**src/hdl/cbc_pkg.sv**
```systemverilog
// Shared codes and types for the cartridge bank controller.
package cbc_pkg;

	// Access codes on the opcode port
	localparam logic [1:0] OP_READ  = 2'd0;
	localparam logic [1:0] OP_WRITE = 2'd1;
	localparam logic [1:0] OP_LOAD  = 2'd2;

	// Configuration register indexes
	localparam logic [1:0] CFG_MAPPER_ON  = 2'd0;
	localparam logic [1:0] CFG_HAS_BATT   = 2'd1;
	localparam logic [1:0] CFG_BANK_COUNT = 2'd2;

	// Bus regions, address bits 15:13
	localparam logic [2:0] RGN_RAM_EN   = 3'b000;
	localparam logic [2:0] RGN_ROM_BANK = 3'b001;
	localparam logic [2:0] RGN_RAM_BANK = 3'b010;
	localparam logic [2:0] RGN_MODE     = 3'b011;
	localparam logic [2:0] RGN_EXT_RAM  = 3'b101;

	// Fixed bank geometry
	localparam int ROM_OFS_W = 14;
	localparam int RAM_OFS_W = 13;

	localparam logic [3:0] RAM_EN_KEY = 4'hA;
	localparam logic [7:0] OPEN_BUS   = 8'hFF;

	// Where the read data of a beat comes from
	localparam logic [1:0] SRC_ZERO = 2'd0;
	localparam logic [1:0] SRC_ROM  = 2'd1;
	localparam logic [1:0] SRC_RAM  = 2'd2;
	localparam logic [1:0] SRC_FF   = 2'd3;

	typedef struct packed {
		logic       valid;
		logic [1:0] src;
		logic       save;
	} cbc_ctl_t;

endpackage

```
**src/hdl/cbc_result.sv**
```systemverilog
// Result stage: picks the read byte and drives the result strobe.
module cbc_result (
	input  logic              clk,
	input  logic              arst_n,
	input  cbc_pkg::cbc_ctl_t ctl,
	input  logic [7:0]        rom_rdata,
	input  logic [7:0]        ram_rdata,
	output logic              done,
	output logic [7:0]        read_data,
	output logic              save_needed
);
	import cbc_pkg::*;

	cbc_ctl_t   ctl_s1;
	logic [7:0] byte_sel;
	logic       done_s2;
	logic [7:0] read_data_s2;
	logic       save_s2;

	always_comb begin
		case (ctl_s1.src)
			SRC_ROM: byte_sel = rom_rdata;
			SRC_RAM: byte_sel = ram_rdata;
			SRC_FF:  byte_sel = OPEN_BUS;
			default: byte_sel = 8'd0;
		endcase
	end

	always_ff @(posedge clk or negedge arst_n) begin
		if (!arst_n) begin
			ctl_s1  <= '0;
			done_s2 <= 1'b0;
			save_s2 <= 1'b0;
		end else begin
			ctl_s1  <= ctl;
			done_s2 <= ctl_s1.valid;
			save_s2 <= ctl_s1.save;
		end
	end

	always_ff @(posedge clk) begin
		read_data_s2 <= byte_sel;
	end

	assign done        = done_s2;
	assign read_data   = read_data_s2;
	assign save_needed = save_s2;
endmodule

```
**config.mk**
```make
export PLATFORM = sky130hd
export DESIGN_NAME = cbc_result
export DESIGN_NICKNAME = d
export VERILOG_FILES = /design/src/hdl/cbc_pkg.sv /design/src/hdl/cbc_result.sv
export SDC_FILE = /design/constraint.sdc
export NUM_CORES = 1
export LEC_CHECK = 0
export BUFFER_PORTS_ARGS = -buffer_cell sky130_fd_sc_hd__buf_2
export CAP_MARGIN = 20
export CELL_PAD_IN_SITES_DETAIL_PLACEMENT = 1
export CELL_PAD_IN_SITES_GLOBAL_PLACEMENT = 1
export CORE_MARGIN = 2
export CORE_UTILIZATION = 24
export DETAILED_ROUTE_END_ITERATION = 8
export HOLD_SLACK_MARGIN = 0.08
export PLACE_DENSITY = 0.71
export SETUP_SLACK_MARGIN = 0.02
export SLEW_MARGIN = 20
export SYNTH_ARGS = -nofsm -noshare
export SYNTH_HDL_FRONTEND = slang
export SYNTH_SLANG_ARGS = --single-unit
```
**constraint.sdc**
```tcl
create_clock -name clk -period 0.8 [get_ports clk]
set_input_delay 0 -clock clk [delete_from_list [all_inputs] [get_ports clk]]
set_output_delay 0 -clock clk [all_outputs]
set_load 0.01 [all_outputs]
```
==> results of run 1 <==
worst paths after layout:
| path | end | cells past startpoint |
|---|---|---|
| setup / recovery | read_data[2] | 3 |
| hold / removal | ctl_s1[2] | 2 |
| setup reg to reg | read_data[2] | 3 |
| hold reg to reg | done | 0 |
| max in group asynchronous | ctl_s1[2] | 3 |
| min in group asynchronous | ctl_s1[2] | 3 |
power breakdown:
part,switching (mW),internal [mW]
Sequential,0.0232,0.750
Clock,0.239,0.277
Combinational,0.106,0.167
Total,0.368,1.19
area by class of cell:
| class | count | area (µm²) | share of cell area, % |
|---|---|---|---|
| sequential | 14 | 312 | 34.3 |
| timing repair buffer | 55 | 400 | 44.0 |
| tap | 25 | 31.3 | 3.44 |
| clock buffer | 4 | 36.3 | 3.99 |
| multi-input combinational | 24 | 130 | 14.3 |
stage by stage:
step / setup TNS (ns) / instance area (µm²) / hold slack (ns)
3_5_place_dp: -0.207 / 619 / -0.171
3_3_place_gp: 0 / 619 / -0.177
6_report: -0.178 / 910 / 0.349
2_1_floorplan: -0.250 / 454 / -0.296
4_1_cts: -0.248 / 885 / 0.344
5_1_grt: -0.644 / 910 / 0.338
cell usage after synthesis:
library cell and count:
nor2_1 16, a21oi_1 6, dfxtp_1 8, a21oi_2 2, buf_12 1, dfrtp_1 6
buf_6 1, buf_2 1
metal layers:
metal / up-vias / track usage, % / wire length, µm
li1: 242 / - / -
met1: 221 / 14.3 / 476
met2: 20 / 31.4 / 887
met3: 4 / 4.53 / 60
met4: 0 / 13.3 / 48
met5: - / 0 / 0
cells by family after synthesis:
family / share of synthesized area [%]
DFF: 68.3
and+or+nand+nor: 13.2
AOI/OAI and AO/OA: 10.5
buffers and inverters: 7.99
registers in the layout, summed over array words and instances, names as in the netlist:
register,flops
read_data,8
ctl_s1,4
done,1
save_needed,1
critical path: stages (launching register included):
cell,delay [ns]
dfrtp_1,0.41
buf_6,0.15
a21oi_1,0.13
nor2_1,0.06
timing repair:
| item | CTS | global route |
|---|---|---|
| endpoints found under the hold margin | 18 | 0 |
| hold buffers | 22 | 0 |
| setup endpoints to repair | 10 | 16 |
| gates resized for setup | 3 | 7 |
| pin swaps | 2 | 1 |
==> flow_metrics.env, run 1 <==
export IMPL_std_cell_rows=15
export IMPL_wire_per_inst_um=12.1
export IMPL_grt_pass1_wl_um=2330
export IMPL_worstPathRequired_ns=0.98
export IMPL_ctsRootBufferMaster="clkbuf_4"
export IMPL_drt_first_pass_iters=2
export IMPL_diodes=0
export IMPL_synth_top_area_share_pct=35.3
export IMPL_drv_slew=0
export IMPL_setup_worst_path_start="ctl_s1[1]"
export IMPL_synth_cell_area_um2=454
export IMPL_tightest_slew_ns=0.237
export IMPL_worst_path_max_fanout=8
export IMPL_antenna_found_initial=0
export IMPL_synth_top_area_cell="dfxtp_1"
export IMPL_grt_setup_unrepaired="true"
export IMPL_finalPower_mw=1.56
export IMPL_synth_cell_type_count=8
export IMPL_leakage_nw=0.431
export IMPL_post_route_util_pct=52.1
export IMPL_fp_dieH_um=47.5
export IMPL_io_buffers=31
export IMPL_worst_slack_ns=-0.0458
export IMPL_pin_count=32
export IMPL_n_fill_cell=216
export IMPL_core_area_um2=1750
export IMPL_status="finished, violations left"
export IMPL_dr_total_vias=487
export IMPL_htree_levels=1
export IMPL_insertion_delay_ns=0.29
export IMPL_critPathKind="register to register"
export IMPL_hold_violations=0
export IMPL_final_cell_mix="buf_2, dlygate4sd3_1, nor2_1, dfxtp_1"
export IMPL_maxCapViolCount=0
export IMPL_numCtsBuffers=3
export IMPL_dieArea_um2=2260
export IMPL_die_w_um=47.5
export IMPL_ir_drop_uv=1090
export IMPL_grt_overflow=0
export IMPL_drc=0
export IMPL_start_util_pct=26.0
export IMPL_violations="setup timing"
export IMPL_final_cell_count_no_fill=122
export IMPL_grt_max_degree=9
export IMPL_synth_area_top_cells="dfxtp_1, dfrtp_1, nor2_1"
export IMPL_slew_headroom_pct=84.2
export IMPL_hold_class="input port to register"
export IMPL_postSynthCellCount=41
export IMPL_drt_total_wl_um=1470
export IMPL_place_inst=96
export IMPL_clock_sinks=14
export IMPL_seq_area_frac_synth_pct=68.3
export IMPL_nets=120
export IMPL_syn_area_per_cell_um2=11.1
export IMPL_gp_congestion=0.571
export IMPL_ys_ff_latch=14
export IMPL_end_kind="register"
export IMPL_drt_iter0_markers=1
export IMPL_mostFrequentLayoutCell="buf_2"
export IMPL_pre_cts_slack_ns=-0.0936
export IMPL_layout_min_cycle_time_ns=0.846
export IMPL_grt_use_total_pct=16.6
export IMPL_syn_num_nets=63
export IMPL_worstHoldStart="ctl[2]"
export IMPL_clock_fmax_mhz=1180
export IMPL_drive_gt1_share_pct=45.4
export IMPL_first_global_vias=506
export IMPL_viasPerCell=3.99
export IMPL_cts_setup_buffers=0
export IMPL_clock_skew_ns=0.00368
export IMPL_clk_path_buf_depth=2
export IMPL_setup_worst_path_start_class="register"
export IMPL_finalCritPeriodShare_pct=106
export IMPL_yosys_warnings=0
export IMPL_r2r_setup_slack_ns=-0.05
export IMPL_powerDensity_nw_per_um2=1720
export IMPL_path_clk_slew_ns=0.09
export IMPL_cts_tree="yes"
export IMPL_area_growth_pct=100
export IMPL_r2r_start="ctl_s1[1]"
export IMPL_cp_arrival_ns=1.03
export IMPL_setup_violations=8
export IMPL_final_antenna_net_count=0
Power figures use the tool's default switching activity.
==> run 2, diff against run 1 <==
Settings changed: ABC_AREA set to 1, PLACE_DENSITY 0.71 to not set, PLACE_DENSITY_LB_ADDON set to 0.15.
==> run 2 against run 1 <==
  * The flow still finishes with violations (setup timing)
  * Largest cell class unchanged
  * Flip-flop and latch count unchanged
  * Sequential share of layout area fell by 0.23 points
  * Worst hold slack improved by 0.0063 ns
  * Clock-buffer cell count did not move
  * Clock skew is essentially flat
  * Via count is 3.9% lower
  * Routed wire length is 18% lower
  * Cell area rose by 0.28%
  * Sequential power fell by 2%
==> flow_metrics.env, run 2 <==
export IMPL_std_cell_rows=15
export IMPL_antenna_found_initial=0
export IMPL_grt_setup_unrepaired="true"
export IMPL_cts_tree="yes"
export IMPL_worst_path_max_fanout=6
export IMPL_yosys_most_used_dff="dfxtp_1"
export IMPL_place_inst=97
export IMPL_clock_fmax_mhz=1240
export IMPL_grt_pass1_wl_um=1860
export IMPL_violations="setup timing"
export IMPL_maxCapViolCount=0
export IMPL_final_cell_mix="buf_2, dlygate4sd3_1, a21oi_1, dfxtp_1, dfrtp_1"
export IMPL_largest_reg_flops=8
export IMPL_hold_class="register to register"
export IMPL_layout_min_cycle_time_ns=0.807
export IMPL_powerDensity_nw_per_um2=1680
export IMPL_grt_overflow=0
export IMPL_viasPerCell=3.80
export IMPL_final_cell_count_no_fill=123
export IMPL_numCtsBuffers=3
export IMPL_mostFrequentLayoutCell="buf_2"
export IMPL_die_w_um=47.4
export IMPL_n_fill_cell=221
export IMPL_leakage_nw=0.437
export IMPL_final_antenna_net_count=0
export IMPL_synth_edff_count=0
export IMPL_pre_cts_slack_ns=-0.0367
export IMPL_gp_congestion=0.649
export IMPL_drv_slew=0
export IMPL_synth_cell_area_um2=453
export IMPL_slew_headroom_pct=90.1
export IMPL_synth_area_top_cells="dfxtp_1, dfrtp_1, a21oi_1"
export IMPL_htree_levels=1
export IMPL_syn_num_nets=63
export IMPL_cp_arrival_ns=1.01
export IMPL_wire_per_inst_um=9.78
export IMPL_dr_total_vias=468
export IMPL_clk_path_buf_depth=2
export IMPL_area_growth_pct=101
export IMPL_synth_cell_type_count=9
export IMPL_drt_iter0_markers=3
export IMPL_synth_top_area_cell="dfxtp_1"
export IMPL_syn_area_per_cell_um2=11.0
export IMPL_drive_gt1_share_pct=45.9
export IMPL_hold_violations=0
export IMPL_setup_worst_path_start_class="register"
export IMPL_yosys_warnings=0
export IMPL_drt_first_pass_iters=2
export IMPL_drc=0
export IMPL_end_kind="register"
export IMPL_diodes=0
export IMPL_worst_slack_ns=-0.00734
export IMPL_path_clk_slew_ns=0.08
export IMPL_grt_max_degree=11
export IMPL_start_util_pct=25.9
export IMPL_fp_dieH_um=47.4
export IMPL_dieArea_um2=2250
export IMPL_insertion_delay_ns=0.27
export IMPL_dp_hpwl_um=768
export IMPL_post_route_util_pct=52.3
export IMPL_core_area_um2=1750
export IMPL_synthArstFlopShare_pct=42.9
export IMPL_status="finished, violations left"
export IMPL_postSynthCellCount=41
export IMPL_ys_ff_latch=14
export IMPL_clock_skew_ns=0.00367
export IMPL_synth_top_area_share_pct=35.4
export IMPL_finalSetupTns_ns=-0.0134
export IMPL_nets=121
export IMPL_finalCritPeriodShare_pct=101
export IMPL_first_global_vias=488
export IMPL_grt_use_total_pct=12.6
export IMPL_pin_count=32
export IMPL_worstPathRequired_ns=1.00
export IMPL_ctsRootBufferMaster="clkbuf_4"
export IMPL_io_buffers=31
export IMPL_ir_drop_uv=994
export IMPL_clock_sinks=14
export IMPL_seq_area_frac_synth_pct=68.5
export IMPL_setup_violations=3
export IMPL_drt_total_wl_um=1200
export IMPL_synth_top_cells_by_count="a21oi_1, dfxtp_1, nor2_1, dfrtp_1, nand2_1"
export IMPL_critPathKind="register to register"
export IMPL_tightest_slew_ns=0.149
run 2: layout make-up:
class	count	area (µm²)	share of cell area, %
multi-input cells	24	133	14.5
flip-flops and latches	14	310	34.0
inverters	1	3.75	0.412
repair buffers	55	398	43.6
clock buffers	4	36.3	3.98
well taps	25	31.3	3.43
run 2: power by group:
part / total (mW) / switching, mW / internal (mW)
registers: 0.761 / 0.0117 / 0.749
logic: 0.277 / 0.111 / 0.166
clock network: 0.496 / 0.220 / 0.276
run 2: path summary, 6_finish.rpt:
check	from	to	slack [ns]	cells after the start
worst max register to register	ctl_s1[2]	read_data[7]	-0.007	3
max in group asynchronous	arst_n	save_needed	0.07	3
worst min-delay path	ctl_s1[3]	done	0.36	0
min in group asynchronous	arst_n	ctl_s1[3]	0.59	3
worst max-delay path	ctl_s1[2]	read_data[7]	-0.007	3
worst min register to register	ctl_s1[3]	done	0.36	0
run 2: timing repair:
action                                  CTS  global route
cloned                                    0             0
hold buffers                             22             0
pin swaps                                 0             2
endpoints found under the setup margin   10            10
endpoints found under the hold margin    18             0
buffers inserted                          0             0
gates resized for setup                   5             5
run 2: per-layer routing:
layer	global-route usage, %	up-vias	part of all wire [%]
li1	-	243	-
met1	15.3	206	42
met2	19.7	19	52
met3	4.53	0	5.7
met4	6.67	0	0
met5	0	-	0
run 2: kinds of logic (layout without fill, tap and decap cells):
group / Yosys count / count (layout) / share of synthesized area, %
and+or+nand+nor: 16 / 16 / 14.9
DFF: 14 / 14 / 68.5
AOI/OAI and AO/OA: 8 / 8 / 8.84
buffers and inverters: 3 / 60 / 7.73
run 2: per-stage QoR:
stage          hold WS, ns  area (µm²)  total power [mW]
2_1_floorplan       -0.296         453             0.861
3_3_place_gp        -0.172         623             0.952
3_5_place_dp        -0.172         623             0.954
4_1_cts              0.347         892              1.55
5_1_grt              0.362         912              1.64
6_report             0.355         912              1.53
run 2: critical path, cell delays in order, from the launching register on:
cell	delay (ns)
dfrtp_1	0.38
buf_6	0.16
nand2_2	0.06
a21oi_1	0.14
