### src/hdl/cbc_pkg.sv
// Shared codes and types for the cartridge bank controller.
package cbc_pkg;

	// Access codes on the opcode port
	localparam logic [1:0] OP_READ  = 2'd0;
	localparam logic [1:0] OP_WRITE = 2'd1;
	localparam logic [1:0] OP_LOAD  = 2'd2;

	// Configuration register indexes
	localparam logic [1:0] CFG_MAPPER_ON  = 2'd0;
	localparam logic [1:0] CFG_HAS_BATT   = 2'd1;
	localparam logic [1:0] CFG_BANK_COUNT = 2'd2;

	// Bus regions, address bits 15:13
	localparam logic [2:0] RGN_RAM_EN   = 3'b000;
	localparam logic [2:0] RGN_ROM_BANK = 3'b001;
	localparam logic [2:0] RGN_RAM_BANK = 3'b010;
	localparam logic [2:0] RGN_MODE     = 3'b011;
	localparam logic [2:0] RGN_EXT_RAM  = 3'b101;

	// Fixed bank geometry
	localparam int ROM_OFS_W = 14;
	localparam int RAM_OFS_W = 13;

	localparam logic [3:0] RAM_EN_KEY = 4'hA;
	localparam logic [7:0] OPEN_BUS   = 8'hFF;

	// Where the read data of a beat comes from
	localparam logic [1:0] SRC_ZERO = 2'd0;
	localparam logic [1:0] SRC_ROM  = 2'd1;
	localparam logic [1:0] SRC_RAM  = 2'd2;
	localparam logic [1:0] SRC_FF   = 2'd3;

	typedef struct packed {
		logic       valid;
		logic [1:0] src;
		logic       save;
	} cbc_ctl_t;

endpackage

### src/hdl/cbc_bank_regs.sv
// Mapper registers, bus decode and store addressing for one access.
module cbc_bank_regs #(
	parameter int ROM_BANKS = 32,
	parameter int RAM_BANKS = 4,
	parameter int ROM_AW    = 19,
	parameter int RAM_AW    = 15
) (
	input  logic                clk,
	input  logic                arst_n,
	input  logic                cfg_we,
	input  logic [1:0]          cfg_index,
	input  logic [2:0]          cfg_data,
	input  logic                accept,
	input  logic [1:0]          opcode,
	input  logic [15:0]         bus_address,
	input  logic [7:0]          write_data,
	input  logic [18:0]         image_address,
	output logic                rom_we,
	output logic [ROM_AW-1:0]   rom_addr,
	output logic                ram_we,
	output logic [RAM_AW-1:0]   ram_addr,
	output cbc_pkg::cbc_ctl_t   ctl
);
	import cbc_pkg::*;

	typedef logic [63:0][4:0] bank_wrap_t;

	// Every bank sum reduced by the ROM size
	function automatic bank_wrap_t bank_wrap_table();
		bank_wrap_t t;
		t = '0;
		for (int s = 0; s < 64; s++) begin
			t[s] = 5'(s % ROM_BANKS);
		end
		return t;
	endfunction

	localparam int         BANK_W    = ROM_AW - ROM_OFS_W;
	localparam logic [19:0] ROM_TOTAL = 20'(ROM_BANKS * (1 << ROM_OFS_W));
	localparam logic [2:0]  RAM_LIMIT = 3'(RAM_BANKS);
	localparam bank_wrap_t  BANK_WRAP = bank_wrap_table();

	logic       mapper_on_q;
	logic       has_battery_q;
	logic [2:0] banks_fitted_q;
	logic [4:0] rom_bank_q;
	logic [1:0] ram_bank_number_q;
	logic [1:0] ram_select_q;
	logic       banking_mode_q;
	logic       ram_enable_q;
	logic       save_pending_q;

	logic [2:0]  region;
	logic        ram_ready;
	logic        bus_wr;
	logic        ram_hit;
	logic [5:0]  bank_sum;
	logic [4:0]  bank_rem;
	logic [14:0] ram_index;

	assign region = bus_address[15:13];
	assign ram_ready = ram_enable_q
		&& ({1'b0, ram_select_q} < banks_fitted_q)
		&& ({1'b0, ram_select_q} < RAM_LIMIT);
	assign bus_wr  = accept && (opcode == OP_WRITE) && mapper_on_q;
	assign ram_hit = bus_wr && (region == RGN_EXT_RAM) && ram_ready;

	// Bank of the 16K window; the mapped window is offset by one bank
	always_comb begin
		if (mapper_on_q && (bus_address[15:14] != 2'b00)) begin
			bank_sum = {1'b0, rom_bank_q} + {4'b0, bus_address[15:14]} - 6'd1;
		end else begin
			bank_sum = {4'b0, bus_address[15:14]};
		end
	end

	// Wrap the bank number by the ROM size through a constant table
	assign bank_rem = BANK_WRAP[bank_sum];

	assign rom_we = accept && (opcode == OP_LOAD) && ({1'b0, image_address} < ROM_TOTAL);
	assign rom_addr = (opcode == OP_LOAD) ? image_address[ROM_AW-1:0]
		: {bank_rem[BANK_W-1:0], bus_address[ROM_OFS_W-1:0]};

	assign ram_index = {ram_select_q, bus_address[RAM_OFS_W-1:0]};
	assign ram_we    = ram_hit;
	assign ram_addr  = ram_index[RAM_AW-1:0];

	always_comb begin
		ctl.valid = accept;
		ctl.save  = save_pending_q | (ram_hit & has_battery_q);
		if (opcode != OP_READ) begin
			ctl.src = SRC_ZERO;
		end else if (!mapper_on_q || (region != RGN_EXT_RAM)) begin
			ctl.src = SRC_ROM;
		end else if (ram_ready) begin
			ctl.src = SRC_RAM;
		end else begin
			ctl.src = SRC_FF;
		end
	end

	always_ff @(posedge clk or negedge arst_n) begin
		if (!arst_n) begin
			mapper_on_q    <= 1'b0;
			has_battery_q  <= 1'b0;
			banks_fitted_q <= 3'd0;
		end else if (cfg_we) begin
			unique case (cfg_index)
				CFG_MAPPER_ON:  mapper_on_q    <= cfg_data[0];
				CFG_HAS_BATT:   has_battery_q  <= cfg_data[0];
				CFG_BANK_COUNT: banks_fitted_q <= cfg_data;
				default: ;
			endcase
		end
	end

	always_ff @(posedge clk or negedge arst_n) begin
		if (!arst_n) begin
			rom_bank_q        <= 5'd1;
			ram_bank_number_q <= 2'd0;
			ram_select_q      <= 2'd0;
			banking_mode_q    <= 1'b0;
			ram_enable_q      <= 1'b0;
			save_pending_q    <= 1'b0;
		end else begin
			if (bus_wr) begin
				unique case (region)
					RGN_RAM_EN: begin
						ram_enable_q <= (write_data[3:0] == RAM_EN_KEY);
					end
					RGN_ROM_BANK: begin
						rom_bank_q <= (write_data[4:0] == 5'd0) ? 5'd1 : write_data[4:0];
					end
					RGN_RAM_BANK: begin
						ram_bank_number_q <= write_data[1:0];
						if (banking_mode_q) begin
							ram_select_q <= write_data[1:0];
						end
					end
					RGN_MODE: begin
						banking_mode_q <= write_data[0];
						if (write_data[0]) begin
							ram_select_q <= ram_bank_number_q;
						end
					end
					default: ;
				endcase
			end
			save_pending_q <= ctl.save;
		end
	end
endmodule

### config.mk
export PLATFORM = sky130hd
export DESIGN_NAME = cbc_bank_regs
export DESIGN_NICKNAME = d
export VERILOG_FILES = /design/src/hdl/cbc_pkg.sv /design/src/hdl/cbc_bank_regs.sv
export SDC_FILE = /design/constraint.sdc
export NUM_CORES = 1
export LEC_CHECK = 0
export BUFFER_PORTS_ARGS = -buffer_cell sky130_fd_sc_hd__buf_2
export CORE_MARGIN = 1
export CORE_UTILIZATION = 43
export CTS_BUF_LIST = sky130_fd_sc_hd__clkbuf_4 sky130_fd_sc_hd__clkbuf_8
export CTS_CLUSTER_SIZE = 16
export DETAILED_ROUTE_END_ITERATION = 10
export MAX_ROUTING_LAYER = met4
export PLACE_DENSITY = 0.8
export SLEW_MARGIN = 30
export SYNTH_ARGS = -nofsm -noshare
export SYNTH_HDL_FRONTEND = slang
export SYNTH_SLANG_ARGS = --single-unit
### constraint.sdc
create_clock -name clk -period 3.44 [get_ports clk]
set_clock_uncertainty 0.05 [all_clocks]
set_input_delay 0.688 -clock clk [delete_from_list [all_inputs] [get_ports clk]]
set_output_delay 0.688 -clock clk [all_outputs]
set_load 0.01 [all_outputs]
==> results of run 1 <==
-- metal layers --
metal / GRT usage [%] / part of all wire [%]
met1: 20.5 / 42
met2: 33.0 / 51
met3: 0.879 / 6.4
met4: 7.14 / 0.82
met5: - / 0
-- power by group --
| group | internal [W] | leakage, nW | switching, W |
|---|---|---|---|
| combinational | 0.000122 | 0.724 | 0.000112 |
| sequential | 0.000229 | 0.219 | 0.0000199 |
| clock | 0.0000529 | 0.0184 | 0.0000568 |
-- sequential cells by signal, indices dropped and copies added, names as in the netlist --
name,count
ram_select_q,2
mapper_on_q,1
has_battery_q,1
rom_bank_q,5
ram_bank_number_q,2
ram_enable_q,1
save_pending_q,1
banking_mode_q,1
banks_fitted_q,3
-- worst paths after layout --
| kind | end | slack [ns] | cells past startpoint |
|---|---|---|---|
| max reg2reg | rom_bank_q[3] | 1.75 | 3 |
| min in group clk | save_pending_q | 0.42 | 1 |
| max in group asynchronous | rom_bank_q[0] | 2.78 | 1 |
| min | ram_select_q[0] | 0.25 | 1 |
| max | rom_addr[17] | 0.35 | 9 |
| min reg2reg | save_pending_q | 0.42 | 1 |
-- worst max-delay path: stages --
cell and delay [ns]:
buf_2 0.18, inv_1 0.07, ha_1 0.28, inv_1 0.04
ha_1 0.22, fa_1 0.39, xnor2_1 0.13, o31ai_1 0.19
buf_2 0.17
-- layout make-up --
cell class,count,area (um^2)
clock buffers,4,30.0
fillers,290,1250
inverters,10,37.5
multi-input cells,87,795
flip-flops and latches,17,427
well taps,44,55.1
repair buffers,91,458
-- cell families after synthesis --
kind of cell	synth area share (%)
muxes	26.7
adders and majority gates	6.87
AOI/OAI and AO/OA	6.33
and+or+nand+nor	16.1
buffers and inverters	11.9
xor gates and xnor gates	1.27
DFF	30.8
-- per-stage QoR --
step	instance area (um^2)	power, W	instances	hold WS [ns]	setup WS (ns)
after global placement	1770	0.000480	249	0.396	0.417
after global routing	1800	0.000641	253	0.262	0.279
after CTS	1800	0.000601	253	0.256	0.344
final	1800	0.000592	253	0.255	0.348
after floorplan	1380	0.000403	133	0.342	0.344
after detailed placement	1770	0.000488	249	0.407	0.357
-- cell usage in the layout (no fill, tap or decap), types with 2 or more instances in the layout --
master / netlist / routed
buf_2: 3 / 90
nand2b_1: 2 / 2
inv_1: 10 / 10
nor4_1: 2 / 2
o21ai_0: 2 / 2
nand3b_1: 3 / 3
clkbuf_4: 0 / 4
mux2_2: 31 / 31
and2_1: 2 / 2
o31ai_1: 2 / 2
nor2_1: 4 / 4
mux2i_1: 2 / 2
nor3_1: 3 / 3
nand2_1: 5 / 5
dfrtp_1: 16 / 16
ha_1: 6 / 6
a21oi_1: 4 / 4
nor3b_1: 3 / 3
==> flow_summary.yaml, run 1 <==
status:
  run_status: "completed"
critical_path:
  rr_startpoint: "mapper_on_q"
  startpoint_type: "primary input"
  path_class: "in -> out"
  cp.required_ns: 2.70
  crit_path_max_fanout: 9
  startpoint: "bus_address[15]"
  cp-end-kind: "primary output"
  arrival_ns: 2.35
final_layout:
  nets: 271
  utilization_pct: 59.0
  drive_gt1_share_pct: 62.7
  area_growth_syn_to_layout_pct: 30.2
  antennaDiodeCount: 0
sta:
  final.min_clock_period_ns: 3.09
  slew_headroom_pct: 72.9
  rsz0062_at_grt: "false"
  period_share_pct: 89.9
  clock.fmax_mhz: 323
  finalHoldViolCount: 0
  worst_pin_slew_ns: 0.405
  tns_ns: 0
  setup_viol: 0
  maxSlewViolCount: 0
logic_synthesis:
  synth_seq_cells: 17
  synth_flop_cell: "dfrtp_1"
  yosysTopAreaCell: "dfrtp_1"
  synth.most_common_cell: "mux2_2"
  synthTopCellsByArea: "dfrtp_1 (29%), mux2_2 (25%), buf_4 (7.6%)"
  yosys-top-cells-count: "mux2_2 (31), dfrtp_1 (16), buf_4 (14)"
  synth_area_um2: 1380
  synth-warning-count: 0
  synthCells: 133
  synthArstFlopShare_pct: 100
  synth-edff-count: 0
  yosys.area.top_type_share_pct: 28.9
  ys_types: 35
  synth.yosys.seq_area_share_pct: 30.8
  syn_area_per_cell_um2: 10.4
  syn_nets: 194
drt:
  first_iter_violations: 20
  wl_per_cell_um: 12.0
  finalWirelength_um: 3030
  vias: 1232
  drc: 0
  ant_nets: 0
  viasPerCell: 4.87
  firstDrtPassIters: 4
floorplan:
  dieHeight_um: 58.7
  fp-row-count: 20
  ios: 94
  dieWidth_um: 58.7
  initial_utilization_pct: 45.3
  die_area_um2: 3450
  coreArea_um2: 3050
clock_tree:
  clkTransAtPathRegs_ns: 0.09
  cts_max_path_buffers: 2
  cts_tree: "done"
  cts-htree-levels: 1
  cts_resized: 0
  cts_hold_buf: 0
  post_cts_buffers: 0
  clock_latency_ns: 0.28
  cts_made_buffers: 3
  cts_num_sinks: 17
  ctsRootBufferMaster: "clkbuf_4"
place:
  dp_hpwl_um: 2570
  port-buffer-count: 90
  gp_congestion: 0.716
power_and_ir_drop:
  leakagePower_nw: 0.961
  vdd_ir_drop_max_mv: 0.257
  powerDensity_nw_per_um2: 329
job:
  cap_violations: 0
grt:
  antenna_found_initial: 0
  grt-ovfl-total: 0
  grt_max_degree: 26
  grt_pass1_wl_um: 4530
  grt_usage_pct: 18.0
  grt_pass1_vias: 1051
min_path:
  hold_path.class: "in -> async"
Note: power is estimated with default switching activity, not from simulation.
==> run 2: changes to the inputs <==
REMOVE_ABC_BUFFERS = 1   (was unset)
==> run 2 against run 1 <==
Compared with the run above:
- sequential share of layout area is 0.098 points lower
- count of clock-buffer cells in the layout stayed put
- cell count is 0.40% higher
- setup slack better by 0.018 ns
- critical path depth stayed put
- hold slack worse by 0.0044 ns
- power is 0.16% lower
- critical path type unchanged
==> flow_summary.yaml, run 2 (synthesis gave the netlist of run 1 again) <==
status:
  run_status: "completed"
floorplan:
  ios: 94
  dieHeight_um: 58.7
  fp-row-count: 20
  initial_utilization_pct: 45.3
  dieWidth_um: 58.7
  die_area_um2: 3450
  coreArea_um2: 3050
clock_tree:
  cts_made_buffers: 3
  cts-htree-levels: 1
  post_cts_buffers: 0
  cts_tree: "done"
  clkTransAtPathRegs_ns: 0.09
  cts_hold_buf: 0
  cts_max_path_buffers: 2
  cts_resized: 0
  cts_num_sinks: 17
  clock_latency_ns: 0.29
  ctsRootBufferMaster: "clkbuf_4"
critical_path:
  startpoint_type: "primary input"
  cp-end-kind: "primary output"
  crit_path_max_fanout: 9
  crit_family: "adder cells"
  crit_path_max_incr_delay_ns: 0.39
  path_class: "in -> out"
  arrival_ns: 2.34
  path_buf_inv: 4
  crit_chain: "buf_2 -> inv_1 -> ha_1 -> inv_1 -> ha_1 -> fa_1 -> xnor2_1 -> o31ai_1 -> buf_2"
  slowest_stage: "fa_1"
  cp.required_ns: 2.70
drt:
  vias: 1244
  ant_nets: 0
  dr_wl_met3_um: 202
  finalWirelength_um: 2980
  viasPerCell: 4.90
  wl_met2_um: 1520
  drc: 0
  first_iter_violations: 13
  firstDrtPassIters: 4
  met1_length_um: 1220
  wl_per_cell_um: 11.7
  top_layer: "met4"
place:
  gp_congestion: 0.719
  dp_slack_ns: 0.359
  port-buffer-count: 90
  dp_hpwl_um: 2550
  dp.cells: 250
final_layout:
  drive_gt1_share_pct: 62.9
  largest_reg_flops: 5
  antennaDiodeCount: 0
  top_regs: "rom_bank_q: 5 flops, banks_fitted_q: 3 flops"
  top_register: "rom_bank_q"
  layout_commonest_cell: "buf_2"
  area_growth_syn_to_layout_pct: 30.7
  nets: 272
  seqCellArea_um2: 427
  utilization_pct: 59.3
  multi_input_area_um2: 795
  layout.cells.non_filler: 254
  final_cell_mix: "buf_2 (90), mux2_2 (31), dfrtp_1 (16), inv_1 (10), ha_1 (6)"
  fillers: 287
sta:
  period_share_pct: 89.3
  tns_ns: 0
  final.min_clock_period_ns: 3.07
  whs_ns: 0.250
  rsz0062_at_grt: "false"
  clock.fmax_mhz: 325
  finalHoldViolCount: 0
  maxSlewViolCount: 0
  worst_pin_slew_ns: 0.391
  slew_headroom_pct: 73.8
  setup_slack_ns: 0.367
  setup_viol: 0
grt:
  grt_usage_pct: 18.4
  grt_max_degree: 18
  grt_pass1_vias: 1153
  grt_pass1_wl_um: 4780
  grt-ovfl-total: 0
  antenna_found_initial: 0
power_and_ir_drop:
  leakagePower_nw: 0.966
  powerDensity_nw_per_um2: 327
  vdd_ir_drop_max_mv: 0.268
min_path:
  hold_path.class: "in -> async"
job:
  cap_violations: 0
==> run 2: changes by cell type in the layout (fill, tap and decap cells not counted) <==
| cell | previous run | this run |
|---|---|---|
| buf_4 | 1 | 2 |
==> run 2: power breakdown <==
part	switching, W	internal (W)	total (W)
logic	0.000109	0.000122	0.000231
registers	0.0000197	0.000229	0.000249
clock network	0.0000583	0.0000530	0.000111
==> run 2: layer usage <==
layer | up-vias | GRT usage, %
met5 | - | -
met4 | 0 | 6.12
met3 | 5 | 1.54
met2 | 56 | 34.6
met1 | 571 | 20.3
li1 | 612 | -
==> run 2: cell type report <==
class / instances / share of cell area [%]
Multi-Input combinational cell: 87 / 43.9
Tap cell: 44 / 3.04
Clock buffer: 4 / 1.66
Sequential cell: 17 / 23.6
Inverter: 10 / 2.07
Timing Repair Buffer: 92 / 25.7
==> run 2: stage by stage <==
stage | area, um^2 | total power, W
6_report | 1810 | 0.000591
5_1_grt | 1810 | 0.000639
4_1_cts | 1810 | 0.000601
3_5_place_dp | 1780 | 0.000488
3_3_place_gp | 1780 | 0.000481
2_1_floorplan | 1260 | 0.000383
==> run 2: final timing paths <==
kind                            startpoint                    to  slack [ns]  cells after the start
max reg2reg                    mapper_on_q         rom_bank_q[1]        1.76                      3
min reg2reg                 save_pending_q        save_pending_q        0.42                      1
max in group asynchronous           arst_n         rom_bank_q[0]        2.78                      1
max                        bus_address[15]          rom_addr[17]        0.37                      9
min                                 arst_n  ram_bank_number_q[1]        0.25                      1
min in group clk            save_pending_q        save_pending_q        0.42                      1
